$ cat src/sv/gbr_pkg.sv
// ----------------------------------------------------------------------------
// Glyph bitmap rasterizer package
// Shared widths, register indexes, reset values, sequencer states and the
// glyph size check used by the rasterizer and its channel interfaces.
// ----------------------------------------------------------------------------
package gbr_pkg;

   // Default coordinate width of the pixel grid.
   localparam int DEFAULT_COORD_BITS = 12;

   // Fixed field widths.
   localparam int SIZE_BITS      = 6;
   localparam int COLOR_BITS     = 16;
   localparam int SCREEN_BITS    = 13;
   localparam int BYTE_BITS      = 8;
   localparam int BIT_IDX_BITS   = 3;
   localparam int CSR_INDEX_BITS = 3;
   localparam int CSR_DATA_BITS  = 16;

   // Configuration register indexes.
   typedef enum logic [CSR_INDEX_BITS-1:0] {
      CSR_GLYPH_SIZE    = 3'd0,
      CSR_GLYPH_KIND    = 3'd1,
      CSR_FORE_COLOR    = 3'd2,
      CSR_BACK_COLOR    = 3'd3,
      CSR_BACK_ENABLE   = 3'd4,
      CSR_SCREEN_WIDTH  = 3'd5,
      CSR_SCREEN_HEIGHT = 3'd6
   } csr_index_type;

   // Glyph kinds.
   localparam logic KIND_DOUBLE_BYTE = 1'b0;
   localparam logic KIND_ASCII       = 1'b1;

   // Register reset values.
   localparam logic [SIZE_BITS-1:0]   GLYPH_SIZE_RESET    = 6'd16;
   localparam logic                   GLYPH_KIND_RESET    = KIND_DOUBLE_BYTE;
   localparam logic [COLOR_BITS-1:0]  FORE_COLOR_RESET    = 16'hFFFF;
   localparam logic [COLOR_BITS-1:0]  BACK_COLOR_RESET    = 16'h0000;
   localparam logic                   BACK_ENABLE_RESET   = 1'b1;
   localparam logic [SCREEN_BITS-1:0] SCREEN_WIDTH_RESET  = 13'd320;
   localparam logic [SCREEN_BITS-1:0] SCREEN_HEIGHT_RESET = 13'd240;

   // The 8-pixel glyph stores its bits LSB first.
   localparam logic [SIZE_BITS-1:0] LSB_FIRST_SIZE = 6'd8;

   // Sequencer states.
   typedef enum logic [1:0] {
      ST_IDLE,
      ST_RUN,
      ST_FLUSH
   } state_type;

   // A glyph size is drawn only if it is one of the supported heights; the
   // 8-pixel height exists only for ASCII glyphs.
   function automatic logic size_legal(input logic [SIZE_BITS-1:0] size,
                                       input logic                 kind);
      logic legal;
      legal = (size inside {6'd12, 6'd16, 6'd24, 6'd32}) ||
              ((kind == KIND_ASCII) && (size == LSB_FIRST_SIZE));
      return legal;
   endfunction

endpackage

$ cat src/sv/glyph_req_if.sv
// ----------------------------------------------------------------------------
// Glyph request channel
// Valid/ready channel that carries one glyph bitmap byte per beat, with the
// glyph start flag and start coordinates.
// ----------------------------------------------------------------------------
interface glyph_req_if
   import gbr_pkg::*;
#(
   parameter int COORD_BITS = DEFAULT_COORD_BITS
);
   logic                  valid;
   logic                  ready;
   logic                  glyph_start;
   logic [COORD_BITS-1:0] start_col;
   logic [COORD_BITS-1:0] start_row;
   logic [BYTE_BITS-1:0]  bitmap_byte;

   modport source (
      output valid, glyph_start, start_col, start_row, bitmap_byte,
      input  ready
   );

   modport sink (
      input  valid, glyph_start, start_col, start_row, bitmap_byte,
      output ready
   );
endinterface

$ cat src/sv/glyph_rsp_if.sv
// ----------------------------------------------------------------------------
// Glyph pixel channel
// Valid/ready channel that carries one pixel write per beat: position,
// color and a flag on the final pixel of a bitmap byte.
// ----------------------------------------------------------------------------
interface glyph_rsp_if
   import gbr_pkg::*;
#(
   parameter int COORD_BITS = DEFAULT_COORD_BITS
);
   logic                  valid;
   logic                  ready;
   logic [COORD_BITS-1:0] pixel_col;
   logic [COORD_BITS-1:0] pixel_row;
   logic [COLOR_BITS-1:0] pixel_color;
   logic                  last_of_byte;

   modport source (
      output valid, pixel_col, pixel_row, pixel_color, last_of_byte,
      input  ready
   );

   modport sink (
      input  valid, pixel_col, pixel_row, pixel_color, last_of_byte,
      output ready
   );
endinterface

$ cat src/sv/glyph_bitmap_rasterizer.sv
// ----------------------------------------------------------------------------
// Glyph bitmap rasterizer
// Expands column-major glyph bitmap bytes into pixel writes.
// ----------------------------------------------------------------------------
// Usage:
// Each beat on req_chan carries one bitmap byte. A beat with glyph_start set
// also loads the start column and row and opens a new glyph. Every byte
// expands to up to eight pixel beats on rsp_chan; last_of_byte marks the
// final pixel of a byte, and a byte that draws nothing gives no beat.
// One step unit walks the byte one bit per cycle unless rsp_chan stalls it:
// row address, bit pick, row and column advance and the ASCII edge checks.
// A byte is accepted in ST_IDLE, walked in ST_RUN (up to eight bits) and its
// final pixel is released in ST_FLUSH. Each pixel waits in the hold register
// until the next one is known, then passes to the output register that
// drives rsp_chan. req_chan.ready is high only while the sequencer is idle.
// A stall on rsp_chan freezes the step unit when it has a pixel to push out;
// nothing is dropped. Configuration registers are written through csr_* one
// per cycle; the user must do so only while the block is idle, which the
// block itself does not enforce. A synchronous reset restores the register
// defaults and leaves the glyph stopped until a beat with glyph_start arrives.
// ----------------------------------------------------------------------------
module glyph_bitmap_rasterizer
   import gbr_pkg::*;
#(
   parameter int COORD_BITS = DEFAULT_COORD_BITS
)
(
   input  logic                      clock,
   input  logic                      reset,
   glyph_req_if.sink                 req_chan,
   glyph_rsp_if.source               rsp_chan,
   input  logic                      csr_write_en,
   input  logic [CSR_INDEX_BITS-1:0] csr_index,
   input  logic [CSR_DATA_BITS-1:0]  csr_write_data
);

   localparam int CMP_BITS = (COORD_BITS > SCREEN_BITS) ? COORD_BITS : SCREEN_BITS;

   // Configuration registers.
   logic [SIZE_BITS-1:0]   glyph_size_ff;
   logic                   glyph_kind_ff;
   logic [COLOR_BITS-1:0]  fore_color_ff;
   logic [COLOR_BITS-1:0]  back_color_ff;
   logic                   back_enable_ff;
   logic [SCREEN_BITS-1:0] screen_width_ff;
   logic [SCREEN_BITS-1:0] screen_height_ff;

   // Glyph walk state.
   logic [COORD_BITS-1:0]   cur_col_ff, cur_col_in;
   logic [COORD_BITS-1:0]   origin_row_ff, origin_row_in;
   logic [SIZE_BITS-1:0]    row_offset_ff, row_offset_in;
   logic                    stopped_ff, stopped_in;

   // Sequencer.
   state_type               state_ff, state_in;
   logic [BIT_IDX_BITS-1:0] bit_cnt_ff, bit_cnt_in;
   logic [BYTE_BITS-1:0]    byte_ff, byte_in;

   // Hold register for the newest pixel.
   logic                    hold_valid_ff, hold_valid_in;
   logic [COORD_BITS-1:0]   hold_col_ff, hold_col_in;
   logic [COORD_BITS-1:0]   hold_row_ff, hold_row_in;
   logic [COLOR_BITS-1:0]   hold_color_ff, hold_color_in;

   // Output register.
   logic                    out_valid_ff, out_valid_in;
   logic [COORD_BITS-1:0]   out_col_ff, out_col_in;
   logic [COORD_BITS-1:0]   out_row_ff, out_row_in;
   logic [COLOR_BITS-1:0]   out_color_ff, out_color_in;
   logic                    out_last_ff, out_last_in;

   // Step unit signals.
   logic                    slot_free;
   logic [BIT_IDX_BITS-1:0] bit_idx;
   logic                    bit_set;
   logic                    emit;
   logic [COORD_BITS-1:0]   pix_row;
   logic [SIZE_BITS-1:0]    offset_next;
   logic [COORD_BITS-1:0]   row_next;
   logic [COORD_BITS-1:0]   col_next;
   logic                    row_stop;
   logic                    col_wrap;
   logic                    col_stop;

   assign slot_free  = !out_valid_ff || rsp_chan.ready;

   // Configuration register writes.
   always_ff @(posedge clock) begin
      if (reset) begin
         glyph_size_ff    <= GLYPH_SIZE_RESET;
         glyph_kind_ff    <= GLYPH_KIND_RESET;
         fore_color_ff    <= FORE_COLOR_RESET;
         back_color_ff    <= BACK_COLOR_RESET;
         back_enable_ff   <= BACK_ENABLE_RESET;
         screen_width_ff  <= SCREEN_WIDTH_RESET;
         screen_height_ff <= SCREEN_HEIGHT_RESET;
      end else if (csr_write_en) begin
         case (csr_index_type'(csr_index))
            CSR_GLYPH_SIZE:    glyph_size_ff    <= csr_write_data[SIZE_BITS-1:0];
            CSR_GLYPH_KIND:    glyph_kind_ff    <= csr_write_data[0];
            CSR_FORE_COLOR:    fore_color_ff    <= csr_write_data[COLOR_BITS-1:0];
            CSR_BACK_COLOR:    back_color_ff    <= csr_write_data[COLOR_BITS-1:0];
            CSR_BACK_ENABLE:   back_enable_ff   <= csr_write_data[0];
            CSR_SCREEN_WIDTH:  screen_width_ff  <= csr_write_data[SCREEN_BITS-1:0];
            CSR_SCREEN_HEIGHT: screen_height_ff <= csr_write_data[SCREEN_BITS-1:0];
            default: begin
            end
         endcase
      end
   end

   // Step unit: one bitmap bit, its pixel and the row and column advance.
   always_comb begin
      bit_idx     = (glyph_size_ff == LSB_FIRST_SIZE) ? bit_cnt_ff : ~bit_cnt_ff;
      bit_set     = byte_ff[bit_idx];
      emit        = bit_set || back_enable_ff;
      pix_row     = origin_row_ff + COORD_BITS'(row_offset_ff);
      offset_next = row_offset_ff + SIZE_BITS'(1);
      row_next    = origin_row_ff + COORD_BITS'(offset_next);
      col_next    = cur_col_ff + COORD_BITS'(1);
      row_stop    = (glyph_kind_ff == KIND_ASCII) &&
                    (CMP_BITS'(row_next) >= CMP_BITS'(screen_height_ff));
      col_wrap    = offset_next >= glyph_size_ff;
      col_stop    = (glyph_kind_ff == KIND_ASCII) &&
                    (CMP_BITS'(col_next) >= CMP_BITS'(screen_width_ff));
   end

   // Sequencer: next state and register inputs.
   always_comb begin
      state_in      = state_ff;
      bit_cnt_in    = bit_cnt_ff;
      byte_in       = byte_ff;
      cur_col_in    = cur_col_ff;
      origin_row_in = origin_row_ff;
      row_offset_in = row_offset_ff;
      stopped_in    = stopped_ff;
      hold_valid_in = hold_valid_ff;
      hold_col_in   = hold_col_ff;
      hold_row_in   = hold_row_ff;
      hold_color_in = hold_color_ff;
      out_valid_in  = out_valid_ff && !rsp_chan.ready;
      out_col_in    = out_col_ff;
      out_row_in    = out_row_ff;
      out_color_in  = out_color_ff;
      out_last_in   = out_last_ff;
      req_chan.ready = 1'b0;

      case (state_ff)
         ST_IDLE: begin
            // Ready is always high here, so a valid beat is accepted.
            req_chan.ready = 1'b1;
            if (req_chan.valid) begin
               byte_in    = req_chan.bitmap_byte;
               bit_cnt_in = '0;
               if (req_chan.glyph_start) begin
                  cur_col_in    = req_chan.start_col;
                  origin_row_in = req_chan.start_row;
                  row_offset_in = '0;
                  stopped_in    = 1'b0;
               end
               if ((req_chan.glyph_start || !stopped_ff) &&
                   size_legal(glyph_size_ff, glyph_kind_ff)) begin
                  state_in = ST_RUN;
               end
            end
         end

         ST_RUN: begin
            // A new pixel pushes the held one out, which needs a free slot.
            if (!(emit && hold_valid_ff && !slot_free)) begin
               if (emit && hold_valid_ff) begin
                  out_valid_in = 1'b1;
                  out_col_in   = hold_col_ff;
                  out_row_in   = hold_row_ff;
                  out_color_in = hold_color_ff;
                  out_last_in  = 1'b0;
               end
               if (emit) begin
                  hold_valid_in = 1'b1;
                  hold_col_in   = cur_col_ff;
                  hold_row_in   = pix_row;
                  hold_color_in = bit_set ? fore_color_ff : back_color_ff;
               end
               bit_cnt_in    = bit_cnt_ff + BIT_IDX_BITS'(1);
               row_offset_in = offset_next;
               if (row_stop) begin
                  stopped_in = 1'b1;
                  state_in   = ST_FLUSH;
               end else if (col_wrap) begin
                  row_offset_in = '0;
                  cur_col_in    = col_next;
                  stopped_in    = col_stop;
                  state_in      = ST_FLUSH;
               end else if (bit_cnt_ff == '1) begin
                  state_in = ST_FLUSH;
               end
            end
         end

         ST_FLUSH: begin
            // Release the final pixel of the byte with its last flag.
            if (!hold_valid_ff) begin
               state_in = ST_IDLE;
            end else if (slot_free) begin
               out_valid_in  = 1'b1;
               out_col_in    = hold_col_ff;
               out_row_in    = hold_row_ff;
               out_color_in  = hold_color_ff;
               out_last_in   = 1'b1;
               hold_valid_in = 1'b0;
               state_in      = ST_IDLE;
            end
         end

         default: begin
            state_in = ST_IDLE;
         end
      endcase
   end

   // Control registers.
   always_ff @(posedge clock) begin
      if (reset) begin
         state_ff      <= ST_IDLE;
         bit_cnt_ff    <= '0;
         cur_col_ff    <= '0;
         origin_row_ff <= '0;
         row_offset_ff <= '0;
         stopped_ff    <= 1'b1;
         hold_valid_ff <= 1'b0;
         out_valid_ff  <= 1'b0;
      end else begin
         state_ff      <= state_in;
         bit_cnt_ff    <= bit_cnt_in;
         cur_col_ff    <= cur_col_in;
         origin_row_ff <= origin_row_in;
         row_offset_ff <= row_offset_in;
         stopped_ff    <= stopped_in;
         hold_valid_ff <= hold_valid_in;
         out_valid_ff  <= out_valid_in;
      end
   end

   // Payload registers.
   always_ff @(posedge clock) begin
      byte_ff       <= byte_in;
      hold_col_ff   <= hold_col_in;
      hold_row_ff   <= hold_row_in;
      hold_color_ff <= hold_color_in;
      out_col_ff    <= out_col_in;
      out_row_ff    <= out_row_in;
      out_color_ff  <= out_color_in;
      out_last_ff   <= out_last_in;
   end

   // Pixel channel outputs.
   assign rsp_chan.valid        = out_valid_ff;
   assign rsp_chan.pixel_col    = out_col_ff;
   assign rsp_chan.pixel_row    = out_row_ff;
   assign rsp_chan.pixel_color  = out_color_ff;
   assign rsp_chan.last_of_byte = out_last_ff;

endmodule
$ cat src/flat_wrapper.sv
// flat-port wrapper written by rule: the top's interface ports become plain ports
module glyph_bitmap_rasterizer_flat import gbr_pkg::*;
#(
   parameter int COORD_BITS = DEFAULT_COORD_BITS
)
  (clock, reset, csr_write_en, csr_index, csr_write_data, req_chan_valid, req_chan_glyph_start, req_chan_start_col, req_chan_start_row, req_chan_bitmap_byte, req_chan_ready, rsp_chan_valid, rsp_chan_pixel_col, rsp_chan_pixel_row, rsp_chan_pixel_color, rsp_chan_last_of_byte, rsp_chan_ready);
  glyph_req_if #(.COORD_BITS(COORD_BITS)) req_chan_i ();
  glyph_rsp_if #(.COORD_BITS(COORD_BITS)) rsp_chan_i ();
  input  logic clock;
  input  logic reset;
  input  logic csr_write_en;
  input  logic [CSR_INDEX_BITS-1:0] csr_index;
  input  logic [CSR_DATA_BITS-1:0] csr_write_data;
  input wire logic [$bits(req_chan_i.valid)-1:0] req_chan_valid;
  input wire logic [$bits(req_chan_i.glyph_start)-1:0] req_chan_glyph_start;
  input wire logic [$bits(req_chan_i.start_col)-1:0] req_chan_start_col;
  input wire logic [$bits(req_chan_i.start_row)-1:0] req_chan_start_row;
  input wire logic [$bits(req_chan_i.bitmap_byte)-1:0] req_chan_bitmap_byte;
  output wire logic [$bits(req_chan_i.ready)-1:0] req_chan_ready;
  output wire logic [$bits(rsp_chan_i.valid)-1:0] rsp_chan_valid;
  output wire logic [$bits(rsp_chan_i.pixel_col)-1:0] rsp_chan_pixel_col;
  output wire logic [$bits(rsp_chan_i.pixel_row)-1:0] rsp_chan_pixel_row;
  output wire logic [$bits(rsp_chan_i.pixel_color)-1:0] rsp_chan_pixel_color;
  output wire logic [$bits(rsp_chan_i.last_of_byte)-1:0] rsp_chan_last_of_byte;
  input wire logic [$bits(rsp_chan_i.ready)-1:0] rsp_chan_ready;
  assign req_chan_i.valid = req_chan_valid;
  assign req_chan_i.glyph_start = req_chan_glyph_start;
  assign req_chan_i.start_col = req_chan_start_col;
  assign req_chan_i.start_row = req_chan_start_row;
  assign req_chan_i.bitmap_byte = req_chan_bitmap_byte;
  assign req_chan_ready = req_chan_i.ready;
  assign rsp_chan_valid = rsp_chan_i.valid;
  assign rsp_chan_pixel_col = rsp_chan_i.pixel_col;
  assign rsp_chan_pixel_row = rsp_chan_i.pixel_row;
  assign rsp_chan_pixel_color = rsp_chan_i.pixel_color;
  assign rsp_chan_last_of_byte = rsp_chan_i.last_of_byte;
  assign rsp_chan_i.ready = rsp_chan_ready;
  glyph_bitmap_rasterizer #(.COORD_BITS(COORD_BITS)) u_core (.clock(clock), .reset(reset), .req_chan(req_chan_i), .rsp_chan(rsp_chan_i), .csr_write_en(csr_write_en), .csr_index(csr_index), .csr_write_data(csr_write_data));
endmodule
$ cat config.mk
export PLATFORM = sky130hd
export DESIGN_NAME = glyph_bitmap_rasterizer_flat
export DESIGN_NICKNAME = d
export VERILOG_FILES = /design/src/sv/gbr_pkg.sv /design/src/sv/glyph_req_if.sv /design/src/sv/glyph_rsp_if.sv /design/src/sv/glyph_bitmap_rasterizer.sv /design/src/flat_wrapper.sv
export SDC_FILE = /design/constraint.sdc
export NUM_CORES = 1
export LEC_CHECK = 0
export ABC_AREA = 1
export ABC_CLOCK_PERIOD_IN_PS = 4970
export BUFFER_PORTS_ARGS = -buffer_cell sky130_fd_sc_hd__buf_2
export CORE_UTILIZATION = 40
export DETAILED_ROUTE_END_ITERATION = 10
export PLACE_DENSITY_LB_ADDON = 0.05
export SLEW_MARGIN = 20
export SYNTH_ARGS = -nofsm -noshare
export SYNTH_HDL_FRONTEND = slang
export SYNTH_SLANG_ARGS = --single-unit
$ cat constraint.sdc
create_clock -name clock -period 4.97 [get_ports clock]
set_input_delay 0 -clock clock [delete_from_list [all_inputs] [get_ports clock]]
set_output_delay 0 -clock clock [all_outputs]
set_load 0.005 [all_outputs]
==> results.toml <==
[run_status]
status = "complete, no violations"

[die]
dieHeight_um = 153.3
core-area_um2 = 22160
die_w_um = 153.3
initial_utilization = 0.4131
fp-row-count = 54
die_area_um2 = 23500
ioPinCount = 100

[clock_tree]
cts_buffers = 17
post_cts.repair.setup_buffers = 0
clock_latency_ns = 0.44
clk_pin_slew_ns = 0.08
cts_max_level = 4
cts_buffer_depth = 2
cts_tree = "yes"
cts_resized = 0
cts_root_buffer = "clkbuf_16"
cts.sinks = 193

[critical_path]
cp.required_ns = 5.30
r2r_start = "u_core.row_offset_ff[1]"
regToRegSetupSlack_ns = 0.77
r2r_cells = 25
critPathKind = "reg2reg"
crit_arrival_ns = 4.54
r2r-end = "u_core.cur_col_ff[1]"
crit_fanout = 22
cp-start-kind = "flip-flop"
endpoint_kind = "flip-flop"

[logic_synthesis]
ys_seq_area_frac = 0.5193
synth-async-reset-ratio = 0
synth_area_um2 = 9155
ys_warn_count = 0
synthCells = 1059
ys_ff_latch = 193
syn-num-nets = 1167
synth_edf_count = 89
synth.distinct_cells = 43
synth_ff_type = "dfxtp_1"
syn_avg_cell_area_um2 = 8.645

[global_routing]
grtUsageTotal = 0.1917
grt_max_degree = 65
first_global_vias = 7107
grt_pass1_wl_mm = 35.60
overflow = 0
antenna_found_initial = 0

[sta]
rsz0062_at_grt = "false"
min_period_over_period = 0.8457
final.setup.tns_ns = 0
hold_viol_final = 0
setup_violations = 0
hold_ws_ns = 0.06411
fmax_mhz = 237.9
worst_slew_pin_slew_ns = 0.9638
slew_violations = 0
fin_crit_ns = 4.203
skew_ns = 0.01294
max-slew-margin-rel = 0.3574

[worst_hold_path]
holdCritPathClass = "in2reg"
min-delay-start = "csr_write_en"
whs_endpoint = "u_core.back_enable_ff"
holdPathStages = 4

[route]
route.detailed.drc = 0
wl_mm = 21.50
antenna_left = 0
vias_per_cell = 4.838
route.vias.total = 7324
drt-pass1-iter-count = 7
drt_iter0_drc = 424
wl_per_cell_um = 14.20

[cells_and_area]
fin_nets = 1329
num-fill-cells = 2184
final_common_cell = "nand2_1"
mostFrequentLayoutCells = "nand2_1, inv_1, dfxtp_1, buf_2, nor2_1"
diodes = 0
drive_gt1_frac = 0.1305
area_growth_pct = 22.76

[run]
cap_viol_max_count = 0

[power_and_ir_drop]
power_leakage_nw = 5.107
peakVddDrop_v = 0.0002479
power_per_cell_area_nw_per_um2 = 504.5
finalPower_mw = 5.669

[placement]
gp_congestion = 0.8450
io_buffers = 99
dp_hpwl_mm = 14.83
## timing repair
item,in CTS,in global routing
endpoints found under the hold margin,103,0
endpoints found under the setup margin,0,0
hold buffers,69,0
## critical path, stage by stage, from the launching register on
cell      delay [ns]
dfxtp_1         0.41
ha_1            0.23
xor2_1          0.30
ha_1            0.21
inv_1           0.06
o21bai_1        0.21
a21oi_1         0.09
o21ai_0         0.27
a21o_1          0.16
nand2_1         0.09
nor2_1          0.12
xor2_1          0.08
ha_1            0.29
nand2_1         0.07
nor2_1          0.14
inv_1           0.06
nor2_1          0.09
nand2_1         0.06
nand3_1         0.15
nand2_1         0.12
a21oi_2         0.30
nor2_2          0.12
nand3_4         0.25
nand2_1         0.09
nand2_1         0.06
nor2_1          0.04
## routing by layer
metal / vias up / track usage / part of all wire
met1: 3342 / 0.2546 / 0.49
met2: 144 / 0.3168 / 0.46
met3: 21 / 0.03374 / 0.033
li1: 3817 / - / -
met4: 0 / 0.06013 / 0.016
met5: - / 0 / 0
## worst max-delay path by stage
stage	startpoint	to	slack [ns]
after floorplan	u_core.glyph_size_ff[0]	u_core.rsp_chan.last_of_byte	1.04
after global placement	u_core.row_offset_ff[1]	u_core.cur_col_ff[3]	0.88
after detailed placement	u_core.row_offset_ff[1]	u_core.cur_col_ff[6]	0.77
after CTS	u_core.row_offset_ff[1]	u_core.cur_col_ff[6]	0.73
after global routing	u_core.row_offset_ff[0]	u_core.cur_col_ff[9]	0.27
final	u_core.row_offset_ff[1]	u_core.cur_col_ff[1]	0.77
## metrics by stage
stage | area (um2) | util | cells | setup slack, ns
2_1_floorplan | 9155 | - | 1059 | 1.043
3_3_place_gp | 9937 | 0.4484 | 1413 | 0.8799
3_5_place_dp | 9937 | 0.4484 | 1413 | 0.7666
4_1_cts | 11240 | 0.5071 | 1514 | 0.7340
5_1_grt | 11240 | 0.5071 | 1514 | 0.2696
6_report | 11240 | 0.5071 | 1514 | 0.7670
## cell families (layout without fill, tap and decap cells)
logic type	Yosys count	after routing	synth area share
adders and majority gates	51	51	0.07134
xor gates and xnor gates	29	29	0.02774
DFF	193	193	0.5193
buffers and inverters	167	342	0.07148
and+or+nand+nor	469	469	0.2214
muxes	1	1	0.001093
AOI/OAI and AO/OA	149	149	0.08760
## registers in the layout, summed over array words and instances (netlist names), 8 cells and up
register	count
u_core.back_color_ff	16
u_core.byte_ff	8
u_core.cur_col_ff	12
u_core.fore_color_ff	16
u_core.hold_col_ff	12
u_core.hold_color_ff	16
u_core.hold_row_ff	12
u_core.origin_row_ff	12
u_core.rsp_chan.pixel_col	12
u_core.rsp_chan.pixel_color	16
u_core.rsp_chan.pixel_row	12
u_core.screen_height_ff	13
u_core.screen_width_ff	13
## cell usage after synthesis (3+ instances only)
| cell | n | area, um2 |
|---|---|---|
| nand3_2 | 3 | 30.03 |
| buf_1 | 4 | 15.01 |
| nor4_1 | 6 | 37.54 |
| xnor2_1 | 3 | 26.28 |
| inv_2 | 5 | 18.77 |
| edfxtp_1 | 89 | 2673 |
| nand4_1 | 20 | 125.1 |
| nand3_1 | 60 | 300.3 |
| xor2_1 | 26 | 227.7 |
| nor3_1 | 7 | 35.03 |
| dfxtp_1 | 104 | 2082 |
| buf_2 | 4 | 20.02 |
| o211ai_1 | 9 | 67.56 |
| clkbuf_1 | 20 | 75.07 |
| a21oi_1 | 65 | 325.3 |
| o21ai_0 | 62 | 310.3 |
| nor2_1 | 96 | 360.4 |
| nand2_2 | 5 | 31.28 |
| nand2_1 | 257 | 964.7 |
| ha_1 | 49 | 613.1 |
| nand3b_1 | 5 | 37.54 |
| nor2_4 | 3 | 33.78 |
| inv_1 | 129 | 484.2 |
## layout make-up
cell class / count / area, um2 / area share
clock inverters: 15 / 185.2 / 0.01648
well taps: 280 / 350.3 / 0.03117
repair buffers: 175 / 1251 / 0.1113
flip-flops and latches: 193 / 4755 / 0.4231
inverters: 135 / 506.7 / 0.04509
multi-input cells: 699 / 3765 / 0.3350
clock buffers: 17 / 425.4 / 0.03785
## where the power goes
group | leakage, nW | switching, mW | internal, mW
clock | 0.293 | 0.715 | 0.687
sequential | 1.68 | 0.188 | 2.20
combinational | 3.13 | 1.20 | 0.679
No activity file was read; power rests on OpenSTA's default activity.
